$ cat src/design/rwis_ram.sv
// Generic single-write, single-read RAM with registered read data.
`default_nettype none
module rwis_ram #(
  parameter int WIDTH = 8,
  parameter int DEPTH = 4,
  localparam int AW = (DEPTH > 1) ? $clog2(DEPTH) : 1
) (
  input  wire logic                 clk,
  input  wire logic                 wen,
  input  wire logic [AW-1:0]        waddr,
  input  wire logic [WIDTH-1:0]     wdata,
  input  wire logic [AW-1:0]        raddr,
  output logic      [WIDTH-1:0]     rdata
);
  logic [WIDTH-1:0] mem [DEPTH];

  always_ff @(posedge clk) begin
    if (wen) mem[waddr] <= wdata;
    rdata <= mem[raddr];
  end
endmodule
`default_nettype wire

$ cat config.mk
export PLATFORM = sky130hd
export DESIGN_NAME = rwis_ram
export DESIGN_NICKNAME = d
export VERILOG_FILES = /design/src/design/rwis_ram.sv
export SDC_FILE = /design/constraint.sdc
export NUM_CORES = 1
export LEC_CHECK = 0
export BUFFER_PORTS_ARGS = -buffer_cell sky130_fd_sc_hd__buf_2
export CAP_MARGIN = 20
export CORE_ASPECT_RATIO = 1.4
export CORE_MARGIN = 2
export CORE_UTILIZATION = 48
export CTS_CLUSTER_DIAMETER = 80
export CTS_CLUSTER_SIZE = 20
export DETAILED_ROUTE_END_ITERATION = 7
export GPL_TIMING_DRIVEN = 0
export HOLD_SLACK_MARGIN = 0.05
export PLACE_DENSITY = 0.72
export REMOVE_ABC_BUFFERS = 1
export SETUP_SLACK_MARGIN = 0.4
export SLEW_MARGIN = 10
export SYNTH_ARGS = -nofsm -noshare
export SYNTH_HDL_FRONTEND = slang
export SYNTH_SLANG_ARGS = --single-unit
export TNS_END_PERCENT = 100
$ cat constraint.sdc
create_clock -name clk -period 1.5 [get_ports clk]
set_clock_uncertainty 0.05 [all_clocks]
set_input_delay 0.45 -clock clk [delete_from_list [all_inputs] [get_ports clk]]
set_output_delay 0.45 -clock clk [all_outputs]
set_load 0.1 [all_outputs]
==> results of run 1 <==
## per-stage QoR
step	cell area, sq um	worst slack [ns]	cells	hold slack [ns]	total power [mW]
6_report	1690	0.126	116	0.278	2.20
5_1_grt	1690	0.0868	116	0.258	2.29
4_1_cts	1690	0.107	116	0.260	2.23
3_5_place_dp	1490	-0.0950	109	0.493	1.57
3_3_place_gp	1480	-0.606	109	0.484	1.56
2_1_floorplan	1330	-0.0641	52	0.482	1.50
## cell usage after synthesis
master | n | area (sq um)
edfxtp_1 | 32 | 961
dfxtp_1 | 8 | 160
mux4_2 | 8 | 180
and3b_1 | 2 | 17.5
and3_1 | 1 | 6.26
buf_6 | 1 | 11.3
clkbuf_2 | 1 | 5.00
nor3b_1 | 1 | 7.51
## layout by cell type, fill, tap and decap left out
cell | synthesis | routed
nor3b_4 | 0 | 1
mux4_2 | 8 | 8
and3b_2 | 0 | 2
and3_1 | 1 | 1
edfxtp_1 | 32 | 32
buf_12 | 0 | 8
clkbuf_8 | 0 | 2
buf_2 | 0 | 12
dfxtp_2 | 0 | 8
clkbuf_4 | 0 | 6
## where the power goes
group,switching [mW],internal (mW)
clock,0.304,0.266
combinational,0.209,0.129
sequential,0.0271,1.27
## per-layer routing
metal | part of all wire | routed length, um | vias up | global-route usage
met5 | 0 | 0 | - | 0
met1 | 0.39 | 758 | 298 | 0.148
met4 | 0.022 | 44 | 0 | 0.139
li1 | - | - | 273 | -
met2 | 0.54 | 1050 | 18 | 0.245
met3 | 0.053 | 104 | 4 | 0.0448
## registers in the layout, summed over array words and instances (netlist names)
signal	flops
mem	32
rdata	8
## how the worst max path moves through the flow
stage | start | to | slack, ns
floorplan | waddr[0] | mem[0][0] | -0.06
global placement | waddr[0] | mem[0][6] | -0.61
detailed placement | waddr[0] | mem[0][1] | -0.09
CTS | rdata[2] | rdata[2] | 0.11
global route | rdata[1] | rdata[1] | 0.09
finish | rdata[2] | rdata[2] | 0.13
## timing repair
| action | in CTS | in global routing |
|---|---|---|
| endpoints found under the setup margin | 16 | 39 |
| hold buffers | 0 | 0 |
| endpoints found under the hold margin | 0 | 0 |
| setup buffers | 0 | 0 |
| resized for setup | 41 | 3 |
| cloned | 0 | 0 |
| pin swaps | 0 | 1 |
## kinds of logic after synthesis
logic type / count (synthesis) / synth area share
flip-flops: 40 / 0.831
multiplexers: 8 / 0.134
AND/OR/NAND/NOR: 4 / 0.0232
buffers and inverters: 2 / 0.0121
## final cells by class
cell class                 instances  area share
clock buffer                       7      0.0384
multi-input combinational         12       0.133
sequential                        40       0.668
tap                               36      0.0266
timing repair buffer              21       0.134
==> results.toml, run 1 <==
[run_status]
outcome = "complete, no violations"

[final_layout]
diodes = 0
nNetsFinal = 94
seqCellArea_sq_um = 1130
nFillCells = 206
syn2layout_area_growth_pct = 25.6
drive_gt1_frac = 0.588
fin_util = 0.641
multi_input_area_sq_um = 225

[synthesis]
netlist_area_sq_um = 1350
ys_ff_latch = 40
ys.warnings.count = 0
ys_types = 8
synth-seq-area-share = 0.831
synthCells = 54
syn_avg_cell_area_sq_um = 25.0

[die]
row_count = 22
io_pins = 22
die_y_um = 66.7
die_w_um = 48.8
dieArea_sq_um = 3260
core_sq_um = 2640
start_util = 0.510

[critical_path]
cp_max_fo = 1
setup.worst_path.start_class = "register"
cp.arrival_ns = 0.87
rrSetupSlack_ns = 0.48
crit_slowest_cell = "dfxtp_2"
cp_slowest_stage_delay_ns = 0.36
critPathKind = "register to output port"
r2r-end = "rdata[1]"
r2r_cells = 1
cp_num_buf_inv = 1
end_kind = "output port"
path_cells = "buf_12"
critical_path.top_delay_family = "flip-flops"
r2r-start = "mem[2][1]"
worst-path-stages = 1
worstPathRequired_ns = 1.00

[sta]
period_minus_slack_ns = 1.37
fmax_mhz = 728
fin_crit_sh = 0.916
final_max_slew_viol_count = 0
worst_slew_pin_slew_ns = 0.448
hold_viol_final = 0
rsz0062_at_grt = "yes"
setup-tns-final_ns = 0
final-setup-viol-count = 0
relSlewSlack = 0.701

[min_path]
min_path_cells = 1
whs_endpoint = "mem[0][7]"
hold_start = "wdata[7]"
hold_path_class = "input pin to register"

[routing]
ant_nets = 0
wl_per_cell_um = 16.9
firstDrtPassIters = 2
drc_errors = 0
wl_um = 1960
drt_iter0_markers = 15
vias = 593
avgViaCountPerCell = 5.11

[clock_tree]
clockRootBuffer = "clkbuf_4"
clk_latency_ns = 0.34
h-tree-depth = 2
numCtsBuffers = 5
cts_buffer_depth = 2
cts_tree = "yes"
clk_pin_slew_ns = 0.10
cts_sinks = 40

[global_route]
antenna_found_initial = 0
grt_max_degree = 12
grt_pass1_vias = 638
gr-total-overflow = 0
gr-usage-all-layers = 0.148
grt_first_pass_wirelength_um = 3110

[power]
p_per_area_nw_per_um2 = 1300
leakagePower_nw = 0.602
ir_worst_vdd_mv = 1.02

[job]
drv_cap = 0

[placed_design]
gp_congestion = 0.662
port_buffers = 21
Note: power is estimated with default switching activity, not from simulation.
==> run 2: changes to the inputs <==
--- a/config.mk
+++ b/config.mk
@@ -7,15 +7,17 @@
 export LEC_CHECK = 0
 export BUFFER_PORTS_ARGS = -buffer_cell sky130_fd_sc_hd__buf_2
 export CAP_MARGIN = 20
+export CELL_PAD_IN_SITES_DETAIL_PLACEMENT = 0
+export CELL_PAD_IN_SITES_GLOBAL_PLACEMENT = 1
 export CORE_ASPECT_RATIO = 1.4
 export CORE_MARGIN = 2
-export CORE_UTILIZATION = 48
+export CORE_UTILIZATION = 42
 export CTS_CLUSTER_DIAMETER = 80
 export CTS_CLUSTER_SIZE = 20
 export DETAILED_ROUTE_END_ITERATION = 7
 export GPL_TIMING_DRIVEN = 0
 export HOLD_SLACK_MARGIN = 0.05
-export PLACE_DENSITY = 0.72
+export PLACE_DENSITY_LB_ADDON = 0.1
 export REMOVE_ABC_BUFFERS = 1
 export SETUP_SLACK_MARGIN = 0.4
 export SLEW_MARGIN = 10
==> constraint.sdc (replaced) <==
create_clock -name clk -period 1.5 [get_ports clk]
set_clock_uncertainty 0.05 [all_clocks]
set_input_delay 0.15 -clock clk [delete_from_list [all_inputs] [get_ports clk]]
set_output_delay 0.15 -clock clk [all_outputs]
set_load 0.1 [all_outputs]
==> run 2 against run 1 <==
  * Fmax increased by 32%
  * First-iteration DRC count decreased by 20%
  * Worst hold slack got worse by 0.065 ns
  * Largest cell class unchanged
  * Largest power group unchanged
==> results.toml, run 2 (synthesis results as in run 1) <==
[sta]
worst_slew_pin_slew_ns = 0.506
setup-tns-final_ns = 0
final_max_slew_viol_count = 0
period_minus_slack_ns = 1.04
hold_viol_final = 0
final-setup-viol-count = 0
fmax_mhz = 964
rsz0062_at_grt = "no"
fin_crit_sh = 0.692
relSlewSlack = 0.663

[routing]
avgViaCountPerCell = 4.79
ant_nets = 0
vias = 613
drc_errors = 0
wl_per_cell_um = 15.4
firstDrtPassIters = 4
wl_um = 1970
drt_iter0_markers = 12

[final_layout]
largest_registers = "mem x32, rdata x8"
nNetsFinal = 102
top_register = "mem"
largest_register_ffs = 32
drive_gt1_frac = 0.404
syn2layout_area_growth_pct = 27.4
final_common_cell = "edfxtp_1"
stdcell_count = 128
fin_util = 0.555
nFillCells = 247
diodes = 0
mostFrequentLayoutCells = "edfxtp_1 (32), buf_2 (13)"

[die]
row_count = 24
die_y_um = 71.1
dieArea_sq_um = 3690
start_util = 0.436
die_w_um = 51.9
io_pins = 22
core_sq_um = 3090

[global_route]
grt_pass1_vias = 628
grt_first_pass_wirelength_um = 3010
grt_max_degree = 12
gr-total-overflow = 0
antenna_found_initial = 0
gr-usage-all-layers = 0.123

[clock_tree]
clockRootBuffer = "clkbuf_8"
cts_setup_buffers = 0
cts_sinks = 40
clk_pin_slew_ns = 0.07
clk_latency_ns = 0.28
cts_buffer_depth = 2
cts_tree = "yes"
numCtsBuffers = 5
h-tree-depth = 2

[critical_path]
critPathKind = "register to output port"
cp_max_fo = 1
worstPathRequired_ns = 1.30
end_kind = "output port"
cp_slowest_stage_delay_ns = 0.33
cp.arrival_ns = 0.84
crit_slowest_cell = "dfxtp_1"
critical_path.top_delay_family = "flip-flops"
setup.worst_path.start_class = "register"
cp_num_buf_inv = 1
path_cells = "buf_6"
rrSetupSlack_ns = 0.50

[power]
ir_worst_vdd_mv = 0.973
p_total_mw = 2.30
p_per_area_nw_per_um2 = 1340
leakagePower_nw = 0.617

[placed_design]
gp_congestion = 0.653
dp.cells = 112
port_buffers = 21

[run_status]
outcome = "complete, no violations"

[min_path]
hold_path_class = "input pin to register"

[job]
drv_cap = 0
==> run 2: cell type report <==
type	instances	area (sq um)	share of cell area
Sequential cell	40	1120	0.653
Timing Repair Buffer	29	235	0.137
Multi-Input combinational cell	12	223	0.130
Clock buffer	8	90.1	0.0524
Tap cell	39	48.8	0.0284
==> run 2: timing repair <==
item | CTS | global route
pin swaps | 0 | 0
resized for setup | 8 | 9
hold endpoints to repair | 32 | 0
hold buffers | 8 | 0
cloned | 0 | 0
setup endpoints to repair | 8 | 16
==> run 2: stage by stage <==
| stage | hold WS, ns | cell area, sq um | setup WS, ns |
|---|---|---|---|
| 3_5_place_dp | 0.317 | 1490 | 0.127 |
| 5_1_grt | 0.219 | 1720 | 0.430 |
| 3_3_place_gp | 0.313 | 1490 | -0.411 |
| 4_1_cts | 0.230 | 1680 | 0.403 |
| 6_report | 0.213 | 1720 | 0.462 |
| 2_1_floorplan | 0.199 | 1330 | 0.236 |
==> run 2: worst paths after layout <==
check / startpoint / to / depth (start not counted)
max: rdata[5] / rdata[5] / 1
min: waddr[1] / mem[0][1] / 2
max reg2reg: mem[3][6] / rdata[6] / 1
min reg2reg: mem[2][4] / rdata[4] / 1
==> run 2: routing by layer <==
| metal | vias up | track usage | part of all wire |
|---|---|---|---|
| met5 | - | 0 | 0 |
| met4 | 0 | 0.0614 | 0.015 |
| met3 | 4 | 0.0506 | 0.044 |
| met2 | 20 | 0.203 | 0.54 |
| met1 | 299 | 0.134 | 0.40 |
| li1 | 290 | - | - |
==> run 2: power by group <==
part	switching, mW	internal [mW]
Clock	0.325	0.375
Combinational	0.211	0.101
Sequential	0.0178	1.26
